`src/rtl/core/lmsf_pkg.sv`:
```
// ----------------------------------------------------------------------------
// lmsf_pkg: shared definitions for the LMS adaptive FIR filter
// Register indexes, reset values, fixed field widths and the control structs
// that pass between the sequencer, the store and the multiply unit.
// ----------------------------------------------------------------------------
`default_nettype none

package lmsf_pkg;

    localparam int MAX_TAPS_DEF    = 128;
    localparam int SAMPLE_BITS_DEF = 16;

    localparam int TAP_CNT_W   = 8;
    localparam int STEP_W      = 6;
    localparam int INIT_W      = 31;
    localparam int WEIGHT_W    = 32;
    localparam int WEIGHT_FRAC = 30;

    localparam int CFG_IDX_W  = 2;
    localparam int CFG_DATA_W = 31;

    localparam logic [CFG_IDX_W-1:0] REG_TAP_COUNT   = 2'd0;
    localparam logic [CFG_IDX_W-1:0] REG_STEP_SHIFT  = 2'd1;
    localparam logic [CFG_IDX_W-1:0] REG_INIT_WEIGHT = 2'd2;

    localparam logic [TAP_CNT_W-1:0] TAP_COUNT_RST   = 8'd32;
    localparam logic [STEP_W-1:0]    STEP_SHIFT_RST  = 6'd29;
    localparam logic [INIT_W-1:0]    INIT_WEIGHT_RST = 31'd33554432;

    // One tap request into the shared multiplier pipeline.
    typedef struct packed {
        logic issue;
        logic upd;
    } lmsf_op_t;

    typedef struct packed {
        logic clr_acc;
        logic latch_err;
    } lmsf_mac_ctl_t;

    typedef struct packed {
        logic win_we;
        logic trace_start;
    } lmsf_store_ctl_t;

    typedef struct packed {
        logic done;
        logic vld;
        logic last;
    } lmsf_res_t;

endpackage

`default_nettype wire

```
`src/rtl/core/lmsf_mac.sv`:
```
// ----------------------------------------------------------------------------
// lmsf_mac: shared multiplier with accumulator and weight update
// One signed multiplier serves both passes. In the filter pass the products
// are summed; in the update pass the product is shifted, added to the weight
// and saturated, then written back to the store.
// ----------------------------------------------------------------------------
`default_nettype none

module lmsf_mac #(
    parameter int MAX_TAPS    = lmsf_pkg::MAX_TAPS_DEF,
    parameter int SAMPLE_BITS = lmsf_pkg::SAMPLE_BITS_DEF
) (
    input  wire logic                                   aclk,
    input  wire logic                                   aresetn,
    input  wire lmsf_pkg::lmsf_mac_ctl_t                ctl,
    input  wire lmsf_pkg::lmsf_op_t                     op,
    input  wire logic [$clog2(MAX_TAPS)-1:0]            op_tap,
    input  wire logic signed [SAMPLE_BITS-1:0]          sample,
    input  wire logic [lmsf_pkg::STEP_W-1:0]            step_shift,
    input  wire logic signed [SAMPLE_BITS-1:0]          win_rd,
    input  wire logic signed [lmsf_pkg::WEIGHT_W-1:0]   wt_rd,
    output logic                                        wb_we,
    output logic [$clog2(MAX_TAPS)-1:0]                 wb_addr,
    output logic signed [lmsf_pkg::WEIGHT_W-1:0]        wb_data,
    output logic signed [SAMPLE_BITS-1:0]               filtered
);

    localparam int PTR_W   = $clog2(MAX_TAPS);
    localparam int CNT_W   = $clog2(MAX_TAPS + 1);
    localparam int W_W     = lmsf_pkg::WEIGHT_W;
    localparam int FRAC    = lmsf_pkg::WEIGHT_FRAC;
    localparam int MUL_A_W = (SAMPLE_BITS + 1 > W_W) ? SAMPLE_BITS + 1 : W_W;
    localparam int PROD_W  = MUL_A_W + SAMPLE_BITS;
    localparam int ACC_W   = PROD_W + CNT_W;

    localparam logic signed [SAMPLE_BITS-1:0] S_MAX = {1'b0, {(SAMPLE_BITS - 1){1'b1}}};
    localparam logic signed [SAMPLE_BITS-1:0] S_MIN = {1'b1, {(SAMPLE_BITS - 1){1'b0}}};
    localparam logic signed [W_W-1:0]         W_MAX = {1'b0, {(W_W - 1){1'b1}}};
    localparam logic signed [W_W-1:0]         W_MIN = {1'b1, {(W_W - 1){1'b0}}};

    lmsf_pkg::lmsf_op_t             op1_reg;
    lmsf_pkg::lmsf_op_t             op2_reg;
    logic [PTR_W-1:0]               q1_reg;
    logic [PTR_W-1:0]               q2_reg;
    logic signed [PROD_W-1:0]       mul_reg;
    logic signed [W_W-1:0]          w2_reg;
    logic signed [ACC_W-1:0]        acc_reg;
    logic signed [SAMPLE_BITS-1:0]  x_reg;
    logic signed [SAMPLE_BITS:0]    err_reg;
    logic signed [SAMPLE_BITS-1:0]  filt_reg;

    logic signed [MUL_A_W-1:0]      a_op;
    logic [ACC_W-FRAC-SAMPLE_BITS:0] acc_hi;
    logic signed [SAMPLE_BITS-1:0]  filt_sat;
    logic signed [SAMPLE_BITS:0]    err_calc;
    logic signed [PROD_W-1:0]       upd_d;
    logic signed [PROD_W:0]         upd_sum;
    logic [PROD_W-W_W+1:0]          sum_hi;

    // The window and weight reads arrive in the cycle after the request, so the
    // request tag is delayed by one stage to meet them.
    always_ff @(posedge aclk) begin
        if (!aresetn) begin
            op1_reg <= '0;
            op2_reg <= '0;
        end else begin
            op1_reg <= op;
            op2_reg <= op1_reg;
        end
    end

    always_comb begin
        a_op = op1_reg.upd ? MUL_A_W'(err_reg) : MUL_A_W'(wt_rd);
    end

    always_ff @(posedge aclk) begin
        q1_reg  <= op_tap;
        q2_reg  <= q1_reg;
        mul_reg <= PROD_W'(a_op) * PROD_W'(win_rd);
        w2_reg  <= wt_rd;
    end

    always_ff @(posedge aclk) begin
        if (ctl.clr_acc) begin
            acc_reg <= '0;
        end else if (op2_reg.issue && !op2_reg.upd) begin
            acc_reg <= acc_reg + ACC_W'(mul_reg);
        end
    end

    // Dropping the low fraction bits of the sum is a floor; the remaining
    // upper bits must all match the sign for the value to fit.
    always_comb begin
        acc_hi = acc_reg[ACC_W-1:FRAC+SAMPLE_BITS-1];
        if ((&acc_hi) || !(|acc_hi)) begin
            filt_sat = acc_reg[FRAC+SAMPLE_BITS-1:FRAC];
        end else begin
            filt_sat = acc_reg[ACC_W-1] ? S_MIN : S_MAX;
        end
        err_calc = (SAMPLE_BITS + 1)'(x_reg) - (SAMPLE_BITS + 1)'(filt_sat);
    end

    always_ff @(posedge aclk) begin
        if (ctl.clr_acc) begin
            x_reg <= sample;
        end
        if (ctl.latch_err) begin
            err_reg  <= err_calc;
            filt_reg <= filt_sat;
        end
    end

    always_comb begin
        upd_d   = mul_reg >>> step_shift;
        upd_sum = (PROD_W + 1)'(upd_d) + (PROD_W + 1)'(w2_reg);
        sum_hi  = upd_sum[PROD_W:W_W-1];
        if ((&sum_hi) || !(|sum_hi)) begin
            wb_data = upd_sum[W_W-1:0];
        end else begin
            wb_data = upd_sum[PROD_W] ? W_MIN : W_MAX;
        end
        wb_we   = op2_reg.issue && op2_reg.upd;
        wb_addr = q2_reg;
    end

    assign filtered = filt_reg;

endmodule

`default_nettype wire

```
`config.mk`:
```
export PLATFORM = sky130hd
export DESIGN_NAME = lmsf_mac
export DESIGN_NICKNAME = d
export VERILOG_FILES = /design/src/rtl/core/lmsf_pkg.sv /design/src/rtl/core/lmsf_mac.sv
export SDC_FILE = /design/constraint.sdc
export NUM_CORES = 2
export LEC_CHECK = 0
export BUFFER_PORTS_ARGS = -buffer_cell sky130_fd_sc_hd__buf_2
export CORE_MARGIN = 2
export CORE_UTILIZATION = 40
export DETAILED_ROUTE_END_ITERATION = 8
export HOLD_SLACK_MARGIN = 0.03
export PLACE_DENSITY = 0.55
export SYNTH_ARGS = -nofsm -noshare
export SYNTH_HDL_FRONTEND = slang
export SYNTH_SLANG_ARGS = --single-unit
export TNS_END_PERCENT = 30
```
`constraint.sdc`:
```
create_clock -name aclk -period 18.6 [get_ports aclk]
set_input_delay 0 -clock aclk [delete_from_list [all_inputs] [get_ports aclk]]
set_output_delay 0 -clock aclk [all_outputs]
set_load 0.02 [all_outputs]
```
---- After elaboration in Yosys (flattened, before gate mapping) ----
Index checks and enable logic that the tools add are counted.
operators by class
  muxes and demuxes ....................... 5
  multiply operators ...................... 1
  shifts and indexed selects .............. 1
  add/subtract/negate cells ............... 3
  reductions and logical operators ........ 11
operator list
  cell               number
  $mux 32            3
  $add 56x48->56     1
  $add 48x32->49     1
  $mul 32x16->48     1
  $sshr 48x6->48     1
  $mux 16            2
  $reduce_and 18->1  1
  $reduce_or 18->1   1
  $sub 16x16->17     1
  $reduce_and 11->1  1
  $reduce_or 11->1   1
  $logic_not 1->1    3
  $logic_and 1x1->1  2
  $logic_or 1x1->1   2
word-level totals
  output and inout port bits .............. 56
  word-level logic and storage cells ...... 33
  input port bits ......................... 83
  flip-flop bits (word level) ............. 203

---- Longest topological paths before layout ----
  word-level depth ........................ 6
  gate-level depth with buffers ........... 31
  mapped depth without buffers ............ 27

---- Worst setup path after synthesis ----
OpenSTA, ideal clock, no wires.
  path type ............................... reg-to-reg
  start point ............................. reg op1_reg[0] (netlist name)
  end point ............................... reg mul_reg[42]
  library setup time ...................... 72 ps
  cell stages (with the launch flop) ...... 27
  slack ................................... 11456 ps
  required time ........................... 18528 ps
  data arrival time ....................... 7072 ps
  period minus slack after synthesis ...... 7144 ps
  buffers on the path ..................... 3
  cell sequence ........................... dfxtp_1 -> clkbuf_1 -> buf_1 -> mux2_2 -> clkbuf_1 -> nand2_1 -> fa_1 -> fa_1 -> fa_1 -> inv_1 -> fa_1 -> fa_1 -> inv_1 -> fa_1 -> inv_1 -> ha_1 -> a2111oi_0 -> o21ai_0 -> o21a_1 -> a311o_1 -> a21o_1 -> a21oi_1 -> a31oi_1 -> a41o_1 -> o21a_1 -> nor2_1 -> xnor2_1
between the ends
  word-level cells in the longest chain between the ends .. 2
RTL lines
  item                      line            RTL
  start: declaration        lmsf_mac.sv:41  lmsf_pkg::lmsf_op_t op1_reg;
  start signal: assignment  lmsf_mac.sv:67  op1_reg <= op;
  $mux 32                   lmsf_mac.sv:73  a_op = op1_reg.upd ? MUL_A_W'(err_reg) : MUL_A_W'(wt_rd);
  $mul 32x16->48            lmsf_mac.sv:79  mul_reg <= PROD_W'(a_op) * PROD_W'(win_rd);
  end signal: assignment    lmsf_mac.sv:79
  end: declaration          lmsf_mac.sv:45  logic signed [PROD_W-1:0] mul_reg;
Every way passes these cells.
A chain may end at the register's enable or synchronous reset.

---- Worst setup path after layout ----
Same ends and word-level chain as after synthesis.

==> results.json <==
{
  "grt_max_degree": 64,
  "rows": 106,
  "core-area_um2": 83800,
  "final_cell_mix": "620 x inv_1, 534 x nand2_1, 489 x fa_1",
  "clock_sinks": 203,
  "detail_route.vias_per_cell": 5.39,
  "r2r-end": "mul_reg[42]",
  "die_y_um": 295,
  "largest_reg_flops": 56,
  "hold_violations": 0,
  "synth_flop_cell": "dfxtp_1",
  "drtIter0Drc": 2204,
  "setup_tns_ps": 0,
  "timing.final.crit_share_pct": 42.9,
  "cts_tree": "yes",
  "grt-ovfl-total": 0,
  "postCtsSetupRepairBufs": 0,
  "reg2reg_from": "op1_reg[0]",
  "io_buffers": 138,
  "synth.distinct_cells": 88,
  "synthCells": 3995,
  "htreeDepth": 1,
  "skew_ps": 13.3,
  "rr_worst_depth": 25,
  "fin_ws_ps": 10630,
  "dpl.hpwl_um": 81800,
  "max_freq_ghz": 0.125,
  "hp-class": "primary input to flop",
  "grt_usage_pct": 24.0,
  "rsz0062_at_grt": "no",
  "wirelength_um": 105000,
  "numCtsBuffers": 21,
  "async_flop_share_pct": 0,
  "crit_path_max_fanout": 16,
  "clock_latency_ps": 540,
  "avgRoutedWirePerCell_um": 20.2,
  "slew_headroom_pct": 26.2,
  "fin_cells": 5187,
  "place_ws_ps": 10690,
  "critical_path_class": "flop to flop",
  "drive_gt1_share_pct": 7.75,
  "clk_path_buf_depth": 3,
  "crit_path_max_incr_delay_ps": 610,
  "syn_area_um2": 34000,
  "syn_to_final_growth_pct": 8.13,
  "crit_start": "op1_reg[0]",
  "whs_ps": 99.7,
  "yosys-top-cells-area": "fa_1 29%, dfxtp_1 9.1%, ha_1 8.6%, inv_1 6.9%, nand2_1 5.9%",
  "fin_nets": 4842,
  "grt_pass1_wl_um": 164000,
  "avgSynthCellArea_um2": 8.50,
  "setup_viol": 0,
  "worst_pin_slew_ps": 1100,
  "drtAntennaViolNets": 0,
  "place_inst": 5088,
  "grt_pass1_vias": 28000,
  "ys_seq_elements": 203,
  "yosysWarnings": 0,
  "syn-num-nets": 4800,
  "dieArea_um2": 87300,
  "crit_arrival_ps": 8440,
  "ys_seq_area_share_pct": 13.4,
  "layout_min_cycle_time_ps": 7970,
  "remaining_drc_errors": 0,
  "crit_top_cell": "fa_1",
  "status": "complete, no violations",
  "r2r_slack_ps": 10630,
  "gp_congestion": 0.921,
  "antenna_found_initial": 4,
  "mostFrequentLayoutCell": "inv_1",
  "crit_path_end_kind": "flop",
  "crit_path_start_kind": "flop",
  "slew_violations": 0,
  "initial_core_util_pct": 40.5,
  "worst_ep_required_time_ps": 19070,
  "pin_count": 139,
  "vias": 28000,
  "drt_pre_antenna_iters": 6,
  "die_w_um": 295,
  "clk_pin_slew_ps": 70,
  "crit_path_end": "mul_reg[42]",
  "clockRootBuffer": "clkbuf_16",
  "synth.largest_area_cell": "fa_1",
  "max-cap-violations": 0,
  "fillCellCount": 8425,
  "synth_top_area_share_pct": 28.8,
  "synth_edf_count": 49,
  "crit_slowest_cell": "and2_1"
}
## kinds of logic after synthesis
kind of cell,after synthesis,synth area share [%]
DFF,203,13.4
and+or+nand+nor,1283,18.5
AOI/OAI and AO/OA,720,13.5
adders and majority gates,722,37.4
buffers and inverters,820,9.21
muxes,110,4.46
xor gates and xnor gates,137,3.53
## cell type report
cell class	instances	area [µm²]	share of cell area, %
inverters	624	2340	6.38
diodes	1	2.50	0.00681
well taps	1134	1420	3.86
multi-input cells	2972	26300	71.6
clock inverters	15	131	0.358
flip-flops and latches	203	4550	12.4
repair buffers	215	1420	3.86
clock buffers	23	554	1.51
## routing by layer
layer	up-vias	global-route usage, %	share of wire, %
li1	13100	-	-
met1	13900	34.4	46
met2	877	39.4	46
met3	112	2.11	5.5
met4	0	5.55	2.3
met5	-	0	0
## synth_stat cells (7+ instances only)
cell,instances
fa_1,489
a211o_1,7
and2_1,211
mux2i_1,48
xor2_1,49
a211oi_1,38
xnor2_1,88
and3_1,24
nand4_1,33
or3_1,16
a21boi_0,9
mux4_2,30
edfxtp_1,49
mux2_2,32
o21ai_1,9
o31ai_1,14
nor3_1,85
nor3_2,18
nor2b_1,37
buf_2,12
clkbuf_1,157
or2_2,11
nor4_1,8
o21a_1,28
a31oi_1,31
nand2_1,534
nor3b_2,11
inv_1,620
a21o_1,103
ha_1,233
nor3b_1,14
o21ai_0,120
a21oi_1,249
and4_1,7
o21bai_1,24
dfxtp_1,154
nor2_1,183
nand3_1,42
buf_1,22
nand2b_1,28
o211ai_1,14
## per-stage QoR
step,util (%),cell area [µm²]
2_1_floorplan,-,34000
3_3_place_gp,42.3,35400
3_5_place_dp,42.3,35400
4_1_cts,43.8,36700
5_1_grt,43.8,36700
6_report,43.8,36700
## worst max-delay path, delay by kind of cell, from the launching register on
kind,cells,cell delay [ps]
fa+ha+maj,7,3440
compound gates,10,2410
simple gates,3,880
flops,1,520
buf+inv,4,460
xor+xnor,1,130
## how the worst min path moves through the flow
stage | start | end | slack, ps | depth (start not counted)
CTS | op_tap[5] | q1_reg[5] | 70 | 2
detailed placement | op_tap[3] | q1_reg[3] | 100 | 1
global route | op_tap[1] | q1_reg[1] | 100 | 2
global placement | op_tap[5] | q1_reg[5] | 100 | 1
finish | op_tap[6] | q1_reg[6] | 100 | 2
floorplan | op_tap[0] | q1_reg[0] | 30 | 0
## repair_timing
action,in CTS,in global routing
gates resized for setup,0,0
endpoints found under the hold margin,59,0
setup endpoints to repair,0,0
hold buffers,60,0
Power is not shown: default switching activity piles up to over one toggle a cycle in this logic, so the estimate is an artifact.
