$ cat src/rtl/core/lmsf_pkg.sv
// ----------------------------------------------------------------------------
// lmsf_pkg: shared definitions for the LMS adaptive FIR filter
// Register indexes, reset values, fixed field widths and the control structs
// that pass between the sequencer, the store and the multiply unit.
// ----------------------------------------------------------------------------
`default_nettype none

package lmsf_pkg;

    localparam int MAX_TAPS_DEF    = 128;
    localparam int SAMPLE_BITS_DEF = 16;

    localparam int TAP_CNT_W   = 8;
    localparam int STEP_W      = 6;
    localparam int INIT_W      = 31;
    localparam int WEIGHT_W    = 32;
    localparam int WEIGHT_FRAC = 30;

    localparam int CFG_IDX_W  = 2;
    localparam int CFG_DATA_W = 31;

    localparam logic [CFG_IDX_W-1:0] REG_TAP_COUNT   = 2'd0;
    localparam logic [CFG_IDX_W-1:0] REG_STEP_SHIFT  = 2'd1;
    localparam logic [CFG_IDX_W-1:0] REG_INIT_WEIGHT = 2'd2;

    localparam logic [TAP_CNT_W-1:0] TAP_COUNT_RST   = 8'd32;
    localparam logic [STEP_W-1:0]    STEP_SHIFT_RST  = 6'd29;
    localparam logic [INIT_W-1:0]    INIT_WEIGHT_RST = 31'd33554432;

    // One tap request into the shared multiplier pipeline.
    typedef struct packed {
        logic issue;
        logic upd;
    } lmsf_op_t;

    typedef struct packed {
        logic clr_acc;
        logic latch_err;
    } lmsf_mac_ctl_t;

    typedef struct packed {
        logic win_we;
        logic trace_start;
    } lmsf_store_ctl_t;

    typedef struct packed {
        logic done;
        logic vld;
        logic last;
    } lmsf_res_t;

endpackage

`default_nettype wire

$ cat src/rtl/core/lmsf_seq.sv
// ----------------------------------------------------------------------------
// lmsf_seq: tap sequencer
// Holds the trace counters and walks the taps twice per valid item: first
// for the filter sum, then for the weight update, with a drain wait for the
// multiplier pipeline after each walk.
// ----------------------------------------------------------------------------
`default_nettype none

module lmsf_seq #(
    parameter int MAX_TAPS = lmsf_pkg::MAX_TAPS_DEF
) (
    input  wire logic                               aclk,
    input  wire logic                               aresetn,
    input  wire logic                               in_valid,
    input  wire logic                               in_last,
    input  wire logic [lmsf_pkg::TAP_CNT_W-1:0]     tap_count,
    input  wire logic                               out_free,
    output logic                                    in_ready,
    output lmsf_pkg::lmsf_store_ctl_t               store_ctl,
    output lmsf_pkg::lmsf_mac_ctl_t                 mac_ctl,
    output lmsf_pkg::lmsf_op_t                      op,
    output logic [$clog2(MAX_TAPS)-1:0]             win_waddr,
    output logic [$clog2(MAX_TAPS)-1:0]             rd_pos,
    output logic [$clog2(MAX_TAPS)-1:0]             rd_tap,
    output lmsf_pkg::lmsf_res_t                     res
);

    localparam int PTR_W = $clog2(MAX_TAPS);
    localparam int CNT_W = $clog2(MAX_TAPS + 1);
    localparam int TC_W  = lmsf_pkg::TAP_CNT_W + 1;

    localparam logic [TC_W-1:0]  MAX_TC   = TC_W'(MAX_TAPS);
    localparam logic [PTR_W-1:0] LAST_PTR = PTR_W'(MAX_TAPS - 1);

    localparam logic [2:0] ST_IDLE  = 3'd0;
    localparam logic [2:0] ST_MAC   = 3'd1;
    localparam logic [2:0] ST_MWAIT = 3'd2;
    localparam logic [2:0] ST_ERR   = 3'd3;
    localparam logic [2:0] ST_UPD   = 3'd4;
    localparam logic [2:0] ST_UWAIT = 3'd5;
    localparam logic [2:0] ST_DONE  = 3'd6;

    logic [2:0]       state_reg,  state_next;
    logic [PTR_W-1:0] wp_reg,     wp_next;
    logic [CNT_W-1:0] seen_reg,   seen_next;
    logic [PTR_W-1:0] nm1_reg,    nm1_next;
    logic [PTR_W-1:0] base_reg,   base_next;
    logic [PTR_W-1:0] q_reg,      q_next;
    logic [PTR_W-1:0] pos_reg,    pos_next;
    logic             drain_reg,  drain_next;
    logic             vld_reg,    vld_next;
    logic             last_reg,   last_next;

    logic [TC_W-1:0]  tc_ext;
    logic [TC_W-1:0]  n_tc;
    logic [TC_W-1:0]  b0_tc;
    logic [TC_W-1:0]  base_tc;
    logic             is_valid;
    logic             accept;
    logic [PTR_W-1:0] pos_inc;
    logic [PTR_W-1:0] wp_inc;

    // Taps in use: zero counts as one, anything above the window as the window.
    always_comb begin
        tc_ext = TC_W'(tap_count);
        if (tc_ext == '0) begin
            n_tc = TC_W'(1);
        end else if (tc_ext > MAX_TC) begin
            n_tc = MAX_TC;
        end else begin
            n_tc = tc_ext;
        end
        is_valid = TC_W'(seen_reg) >= n_tc;
        // Oldest sample of the window; the wrap-around sum stays below the
        // window size, so modular arithmetic in this width is exact.
        b0_tc = TC_W'(wp_reg) + TC_W'(1);
        if (b0_tc >= n_tc) begin
            base_tc = b0_tc - n_tc;
        end else begin
            base_tc = b0_tc - n_tc + MAX_TC;
        end
        pos_inc = (pos_reg == LAST_PTR) ? '0 : pos_reg + PTR_W'(1);
        wp_inc  = (wp_reg == LAST_PTR) ? '0 : wp_reg + PTR_W'(1);
    end

    assign accept = (state_reg == ST_IDLE) && in_valid;

    always_comb begin
        state_next = state_reg;
        wp_next    = wp_reg;
        seen_next  = seen_reg;
        nm1_next   = nm1_reg;
        base_next  = base_reg;
        q_next     = q_reg;
        pos_next   = pos_reg;
        drain_next = drain_reg;
        vld_next   = vld_reg;
        last_next  = last_reg;
        case (state_reg)
            ST_IDLE: begin
                if (in_valid) begin
                    nm1_next  = PTR_W'(n_tc - TC_W'(1));
                    base_next = PTR_W'(base_tc);
                    q_next    = '0;
                    pos_next  = PTR_W'(base_tc);
                    vld_next  = is_valid;
                    last_next = in_last;
                    if (in_last) begin
                        seen_next = '0;
                        wp_next   = '0;
                    end else begin
                        wp_next = wp_inc;
                        if (TC_W'(seen_reg) < n_tc) begin
                            seen_next = seen_reg + CNT_W'(1);
                        end
                    end
                    state_next = is_valid ? ST_MAC : ST_DONE;
                end
            end
            ST_MAC, ST_UPD: begin
                if (q_reg == nm1_reg) begin
                    drain_next = 1'b1;
                    state_next = (state_reg == ST_MAC) ? ST_MWAIT : ST_UWAIT;
                end else begin
                    q_next   = q_reg + PTR_W'(1);
                    pos_next = pos_inc;
                end
            end
            ST_MWAIT, ST_UWAIT: begin
                if (drain_reg) begin
                    drain_next = 1'b0;
                end else begin
                    state_next = (state_reg == ST_MWAIT) ? ST_ERR : ST_DONE;
                end
            end
            ST_ERR: begin
                q_next     = '0;
                pos_next   = base_reg;
                state_next = ST_UPD;
            end
            ST_DONE: begin
                if (out_free) begin
                    state_next = ST_IDLE;
                end
            end
            default: begin
                state_next = ST_IDLE;
            end
        endcase
    end

    always_ff @(posedge aclk) begin
        if (!aresetn) begin
            state_reg <= ST_IDLE;
            wp_reg    <= '0;
            seen_reg  <= '0;
        end else begin
            state_reg <= state_next;
            wp_reg    <= wp_next;
            seen_reg  <= seen_next;
        end
    end

    always_ff @(posedge aclk) begin
        nm1_reg   <= nm1_next;
        base_reg  <= base_next;
        q_reg     <= q_next;
        pos_reg   <= pos_next;
        drain_reg <= drain_next;
        vld_reg   <= vld_next;
        last_reg  <= last_next;
    end

    always_comb begin
        in_ready              = (state_reg == ST_IDLE);
        store_ctl.win_we      = accept;
        store_ctl.trace_start = accept && (seen_reg == '0);
        mac_ctl.clr_acc       = accept;
        mac_ctl.latch_err     = (state_reg == ST_ERR);
        op.issue              = (state_reg == ST_MAC) || (state_reg == ST_UPD);
        op.upd                = (state_reg == ST_UPD);
        win_waddr             = wp_reg;
        rd_pos                = pos_reg;
        rd_tap                = q_reg;
        res.done              = (state_reg == ST_DONE) && out_free;
        res.vld               = vld_reg;
        res.last              = last_reg;
    end

    a_tap_in_range: assert property (@(posedge aclk) disable iff (!aresetn)
        op.issue |-> (q_reg <= nm1_reg))
        else $error("tap request beyond the taps in use");

    a_upd_only_valid: assert property (@(posedge aclk) disable iff (!aresetn)
        (state_reg == ST_UPD) |-> vld_reg)
        else $error("weight update started for an item without a valid output");

endmodule

`default_nettype wire
$ cat config.mk
export PLATFORM = sky130hd
export DESIGN_NAME = lmsf_seq
export DESIGN_NICKNAME = d
export VERILOG_FILES = /design/src/rtl/core/lmsf_pkg.sv /design/src/rtl/core/lmsf_seq.sv
export SDC_FILE = /design/constraint.sdc
export NUM_CORES = 1
export LEC_CHECK = 0
export ABC_AREA = 1
export BUFFER_PORTS_ARGS = -buffer_cell sky130_fd_sc_hd__clkbuf_2
export CORE_MARGIN = 3
export CORE_UTILIZATION = 50
export DETAILED_ROUTE_END_ITERATION = 7
export PLACE_DENSITY = 0.8
export SKIP_LAST_GASP = 1
export SLEW_MARGIN = 5
export SYNTH_ARGS = -nofsm -noshare
export SYNTH_HDL_FRONTEND = slang
export SYNTH_SLANG_ARGS = --single-unit
$ cat constraint.sdc
create_clock -name aclk -period 2.6 [get_ports aclk]
set_clock_uncertainty 0.2 [all_clocks]
set_input_delay 0 -clock aclk [delete_from_list [all_inputs] [get_ports aclk]]
set_output_delay 0 -clock aclk [all_outputs]
set_load 0.03 [all_outputs]
# --- Word-level counts from Yosys, hierarchy flattened ---
# Index checks and enable logic that the tools add are counted.
classes:
  eq_ne: 14
  mux: 24
  reduce_logical: 17
  magnitude_cmp: 4
  n_addsub: 8
ops:
  columns: ["operator", "count"]
  rows:
  - ["2-to-1 mux 7 bit", 8]
  - ["one-hot mux 7 bit (3 select lines)", 2]
  - ["2-to-1 mux 8 bit", 4]
  - ["adder 7 x 1 -> 7 bit, second input constant", 4]
  - ["2-to-1 mux 3 bit", 7]
  - ["greater-or-equal comparator 8 bit", 2]
  - ["zero test 8 bit", 2]
  - ["one-hot mux 3 bit (5 select lines)", 1]
  - ["== test 7 bit, second input constant", 2]
  - ["!= test 2 bit, second input constant", 5]
  - ["== test 3 bit, second input constant", 3]
  - ["adder 7 x 1 -> 8 bit, second input constant", 1]
  - ["adder 8 x 1 -> 8 bit, second input constant", 1]
  - ["> comparator 8 bit, second input constant", 1]
  - ["< comparator 8 bit", 1]
  - ["== test 7 bit", 1]
  - ["subtractor 7 x 1 -> 7 bit, second input constant", 1]
  - ["subtractor 7 bit", 1]
  - ["== test 3 x 2 -> 1 bit, second input constant", 2]
  - ["AND reduction 3 bit", 2]
  - ["AND reduction 2 bit", 2]
  - ["AND reduction 4 bit", 1]
  - ["nonzero test 2 bit", 2]
  - ["OR reduction 2 bit", 2]
  - ["other kinds (7)", 9]
word_totals:
  regBits: 49
  output_inout_bits: 31
  inputBits: 13
  elab_cells: 77

# --- Logic depth before layout (Yosys ltp) ---
# Gate-level depths: netlist (run 1).
logic_depth:
  word_depth: 8
  depth_mapped: 19

# --- Worst setup path before layout (run 1) ---
# Ideal clock, no wire load.
synth_timing:
  path_kind: "register to register"
  startpoint: "reg state_reg[0]"
  endpoint: "reg pos_reg[0] (netlist: rd_pos[0]) (enable)"
  setup_ps: 389
  required_time_ps: 2011
  arrival_time_ps: 1966
  setup_slack_ps: 45
  stages_incl_launch_ff: 5
  cell_sequence: "dfxtp_1 > inv_1 > nor3_4 > nor2_2 > a21oi_1"
synth_rtl:
  columns: ["item", "line", "source"]
  rows:
  - ["start: declaration", "lmsf_seq.sv:43", "logic [2:0] state_reg, state_next;"]
  - ["start signal: assignment", "lmsf_seq.sv:158", "state_reg <= state_next;"]
  - ["end signal: assignment", "lmsf_seq.sv:168", "pos_reg <= pos_next;"]
  - ["end: declaration", "lmsf_seq.sv:49", "logic [PTR_W-1:0] pos_reg, pos_next;"]

# --- Worst setup path after layout (run 1) ---
layout_timing:
  startpoint: "reg state_reg[2]"
  endpoint: "reg seen_reg[0]"
layout_via:
  elab_chain_cells: 2
layout_lines:
  columns: ["item", "line", "source"]
  rows:
  - ["zero test 3 bit", "lmsf_seq.sv:99", "case (state_reg)"]
  - ["AND reduction 3 bit (no line)", null, null]
  - ["end signal: assignment", "lmsf_seq.sv:160", "seen_reg <= seen_next;"]
  - ["end: declaration", "lmsf_seq.sv:45", "logic [CNT_W-1:0] seen_reg, seen_next;"]
# No other way between the ends.
# A chain may end at the register's enable or synchronous reset.

==> results of run 1 <==
[where the power goes]
part	leakage (nW)	total, mW	internal [mW]	switching (mW)
logic	1.20	1.78	0.563	1.22
clock network	0.0364	0.463	0.189	0.274
registers	0.445	1.37	1.17	0.205
[routing by layer]
layer  up-vias  track usage, %  part of all wire [%]
met2        79           33.76                    48
met3        14           4.369                   4.7
met5         -               0                     0
met4         0           6.906                   1.7
met1      1244           24.17                    45
li1       1396               -                     -
[metrics by stage]
stage                     setup slack (ps)  area (um^2)
after floorplan                      44.87         3151
after global placement               225.3         3448
after detailed placement             117.6         3448
after CTS                            182.1         3590
after global routing                -86.58         3618
final                                162.7         3618
[worst max-delay path: stages (launching register included)]
cell           delay [ps]
dfxtp_1               420
nor2_4                190
nand2_4               100
nor2_8                340
inv_2                 190
o21ai_4               250
a21oi_1                90
dlygate4sd3_1         550
[cell families after synthesis]
| logic type | after synthesis | share of synthesized area, % |
|---|---|---|
| DFF | 49 | 40.98 |
| and+or+nand+nor | 202 | 28.79 |
| AOI/OAI and AO/OA | 43 | 8.619 |
| adders and majority gates | 21 | 8.578 |
| xor gates and xnor gates | 21 | 5.838 |
| buffers and inverters | 55 | 7.188 |
[layout make-up]
class,instances,share of cell area [%]
clock buffers,5,1.902
clock inverters,3,0.6224
inverters,50,5.325
multi-input cells,287,45.33
flip-flops and latches,49,35.72
well taps,75,2.593
repair buffers,53,8.506
[repair_timing]
item,CTS,global route
resized for setup,0,4
hold buffers,5,2
endpoints found under the hold margin,21,2
setup endpoints to repair,0,3
[worst min-delay path by stage]
stage | startpoint | endpoint | slack [ps] | cells after the start
floorplan | in_last | last_reg | -100 | 0
global placement | in_last | last_reg | 50 | 1
detailed placement | in_last | last_reg | 50 | 1
CTS | tap_count[2] | nm1_reg[2] | 3 | 3
global route | tap_count[2] | nm1_reg[2] | 20 | 3
finish | tap_count[2] | nm1_reg[2] | 20 | 3
[cell usage in the layout, fill, tap and decap left out, drive strengths merged, types with 4 or more instances in the layout]
cell type    Yosys  layout
ha              20      20
dfxtp           18      18
a21oi           21      21
a22oi            4       4
xnor2            8       8
o21ai           10      10
nand4            6       6
edfxtp          31      31
nor3             4       4
dlygate4sd3      0       7
nand3           26      26
xor2            13      13
clkbuf           1      48
nor2            47      47
inv             50      50
nand2          110     110
==> qor.yml, run 1 <==
run_status:
  status: "finished clean"
clock_network:
  clk_path_buf_depth: 2
  cts_setup_buffers: 0
  cts_root_buffer: "clkbuf_8"
  cts.htree.levels: 2
  cts_tree: "built"
  clock_latency_ps: 310
  cts_sinks: 49
  cts_made_buffers: 5
  cts.reportedPaths.clkPinSlew_ps: 90
pwr:
  p_per_area_nw_per_um2: 999.1
  p_leak_nw: 1.678
  ir_worst_vdd_uv: 663.3
  fin_total_pwr_mw: 3.615
floorplan:
  core_um2: 6026
  row_count: 28
  chipHeight_um: 85.38
  dieWidth_um: 85.38
  ios: 44
  start_util_pct: 52.28
  dieArea_um2: 7290
synthesis:
  synth_area_um2: 3151
  synth_common_cells: "nand2_1 (107), inv_1 (45), nor2_1 (42), edfxtp_1 (31), nand3_1 (24)"
  syn-mean-instance-area_um2: 8.058
  ys_warn_count: 0
  synth_top_cell_area_share_pct: 29.55
  synthTopCellsByArea: "edfxtp_1 (30%), nand2_1 (13%), dfxtp_1 (11%)"
  synth_edf_count: 31
  synth.most_common_cell: "nand2_1"
  synth.largest_area_cell: "edfxtp_1"
  synth_cells: 391
  syn_nets: 425
  synthArstFlopShare_pct: 0
  ys.flop_type: "edfxtp_1"
  ys_seq_area_share_pct: 40.98
  ys_types: 41
  yosys_register_bits: 49
routing:
  drtPass1Iterations: 5
  drt_iter0_markers: 160
  wl_um: 6717
  vias_per_cell: 5.236
  drc: 0
  final_antenna_net_count: 0
  num_vias: 2733
  wl_per_cell_um: 12.87
final_layout:
  largest_reg_flops: 8
  finalNetCount: 480
  seq_area_um2: 1292
  drive_gt1_share_pct: 17.67
  layoutNonFillerInstCount: 522
  nFillCells: 548
  diodes: 0
  multi_input_area_um2: 1640
  syn2layout_area_growth_pct: 14.85
  final_util_pct: 60.05
placement:
  dp_cells: 507
  gp_congestion: 0.8563
  io_buffers: 43
  dp_hpwl_um: 5129
timing:
  worst_hold_slack_ps: 18.69
  fmax_mhz: 410.3
  setup_violations: 0
  maxSlewHeadroom_pct: 71.74
  drv_slew: 0
  worstMarginPinSlew_ps: 423.4
  finalSetupTns_ps: 0
  hold_viol: 0
  period_minus_slack_ps: 2437
  rsz0062_at_grt: "yes"
  fin_crit_sh_pct: 93.74
critical_path:
  r2r_end: "seen_reg[0]"
  endpoint: "seen_reg[0]"
  startpoint_type: "flop"
  rr_worst_depth: 7
  crit_type: "reg -> reg"
  crit_arrival_ps: 2440
  crit_path_end_kind: "flop"
  regToRegSetupSlack_ps: 160
  cp_max_fo: 23
  crit_start: "state_reg[2]"
  r2r_start: "state_reg[2]"
  worst_ep_required_time_ps: 2610
global_route:
  grt_pass1_vias: 2568
  grt_pass1_wl_um: 11560
  antenna_found_initial: 0
  grtUsageTotal_pct: 19.64
  grt-ovfl-total: 0
  grt_max_degree: 24
job:
  maxCapViolCount: 0
hold_path:
  hold_path_class: "in -> reg"
No activity file was read; power rests on OpenSTA's default activity.
==> run 2, diff against run 1 <==
--- a/config.mk
+++ b/config.mk
@@ -10,6 +10,7 @@
 export CORE_MARGIN = 3
 export CORE_UTILIZATION = 50
 export DETAILED_ROUTE_END_ITERATION = 7
+export GPL_TIMING_DRIVEN = 0
 export PLACE_DENSITY = 0.8
 export SKIP_LAST_GASP = 1
 export SLEW_MARGIN = 5
==> constraint.sdc (replaced) <==
create_clock -name aclk -period 2.6 [get_ports aclk]
set_clock_uncertainty 0.2 [all_clocks]
set_input_delay 0 -clock aclk [delete_from_list [all_inputs] [get_ports aclk]]
set_output_delay 0 -clock aclk [all_outputs]
set_load 0.02 [all_outputs]
==> run 2 against run 1 <==
Register-to-register slack lost 120 ps. Cell area is 1.9% higher. Non-clock buffer count did not move. Sequential cell count unchanged. Wire length up 2.5%. Hold slack worse by 10 ps. Core utilization grew 1.1 points. Cell count stayed put. Clock power is 43% higher. Combinational power decreased by 8%. Critical path type unchanged.
==> qor.yml, run 2 (same netlist as run 1, synthesis figures left out) <==
global_route:
  grt_pass1_wl_um: 11870
  grt_max_degree: 24
  grt-ovfl-total: 0
  grt_pass1_vias: 2653
  grtUsageTotal_pct: 19.92
  antenna_found_initial: 0
clock_network:
  cts_tree: "built"
  cts_sinks: 49
  cts.htree.levels: 2
  clk_path_buf_depth: 2
  cts_root_buffer: "clkbuf_8"
  cts.reportedPaths.clkPinSlew_ps: 100
  clock_latency_ps: 310
  cts_made_buffers: 5
timing:
  fmax_mhz: 391.6
  drv_slew: 0
  setup_violations: 0
  worstMarginPinSlew_ps: 817.7
  period_minus_slack_ps: 2554
  worst_hold_slack_ps: 8.464
  maxSlewHeadroom_pct: 45.48
  hold_viol: 0
  rsz0062_at_grt: "yes"
  fin_crit_sh_pct: 98.21
critical_path:
  cp_max_fo: 6
  crit_path_end_kind: "flop"
  crit_arrival_ps: 2430
  worst_ep_required_time_ps: 2480
  startpoint_type: "flop"
  crit_type: "reg -> reg"
floorplan:
  chipHeight_um: 85.38
  start_util_pct: 52.28
  row_count: 28
  dieArea_um2: 7290
  core_um2: 6026
  dieWidth_um: 85.38
  ios: 44
pwr:
  ir_worst_vdd_uv: 475.5
  p_leak_nw: 1.708
  p_per_area_nw_per_um2: 998.1
  fin_total_pwr_mw: 3.679
routing:
  final_antenna_net_count: 0
  vias_per_cell: 5.238
  wl_per_cell_um: 13.19
  drc: 0
  drtPass1Iterations: 4
  num_vias: 2734
  drt_iter0_markers: 142
  wl_um: 6883
placement:
  gp_congestion: 0.8710
  io_buffers: 43
  dp_hpwl_um: 5244
final_layout:
  drive_gt1_share_pct: 19.91
  final_util_pct: 61.17
  nFillCells: 549
  layout_commonest_cell: "nand2_1"
  final_cell_mix: "nand2_1 (103), inv_1 (44), clkbuf_2 (43)"
  syn2layout_area_growth_pct: 17.00
  finalNetCount: 480
  diodes: 0
  largest_reg_flops: 8
run_status:
  status: "finished clean"
hold_path:
  hold_path_class: "in -> reg"
job:
  maxCapViolCount: 0
-- run 2: critical path, stage by stage, from the launching register on --
cell	delay (ps)
dfxtp_4	380
ha_1	250
xor2_2	170
ha_1	340
a21oi_1	180
nand2_1	100
nand2_1	90
nand2_1	70
nand2_1	60
nand2_1	60
or2_2	280
nand3_1	90
nand2_1	60
-- run 2: per-layer routing --
metal / vias to the layer above / GRT usage [%] / share of wire, %
li1: 1398 / - / -
met1: 1268 / 24.53 / 43
met2: 58 / 35.66 / 51
met3: 10 / 3.204 / 4.0
met4: 0 / 5.899 / 1.4
met5: - / 0 / 0
-- run 2: layout make-up --
cell class / count / area [um^2] / area share [%]
Timing Repair Buffer: 48 / 265.3 / 7.196
Clock buffer: 5 / 68.82 / 1.867
Multi-Input combinational cell: 287 / 1668 / 45.25
Clock inverter: 3 / 68.82 / 1.867
Sequential cell: 49 / 1295 / 35.13
Tap cell: 75 / 93.84 / 2.546
Buffer: 5 / 33.78 / 0.9165
Inverter: 50 / 192.7 / 5.227
-- run 2: worst paths after layout --
kind	slack [ps]	cells past startpoint	start	endpoint
worst max register to register	50	12	win_waddr[0]	rd_pos[5]
worst max-delay path	50	12	win_waddr[0]	rd_pos[5]
worst min register to register	310	1	win_waddr[0]	win_waddr[0]
worst min-delay path	8	3	tap_count[2]	nm1_reg[2]
-- run 2: timing repair --
| item | 4_1_cts | 5_1_grt |
|---|---|---|
| gates resized for setup | 2 | 12 |
| pin swaps | 0 | 1 |
| buffers inserted | 0 | 0 |
| setup endpoints to repair | 15 | 7 |
| hold buffers | 4 | 1 |
| hold endpoints to repair | 15 | 1 |
-- run 2: report_power, final --
| group | switching [mW] | internal (mW) |
|---|---|---|
| Sequential | 0.205 | 1.17 |
| Combinational | 1.08 | 0.563 |
| Clock | 0.275 | 0.387 |
| Total | 1.56 | 2.12 |
-- run 2: per-stage QoR --
stage | area (um^2) | setup slack (ps) | setup TNS (ps) | instances
after CTS | 3642 | 89.67 | 0 | 521
after global routing | 3686 | -25.12 | -66.74 | 522
after detailed placement | 3460 | -309.9 | -4340 | 509
after floorplan | 3151 | 127.4 | 0 | 391
final | 3686 | 46.46 | 0 | 522
after global placement | 3460 | -172.8 | -2409 | 509
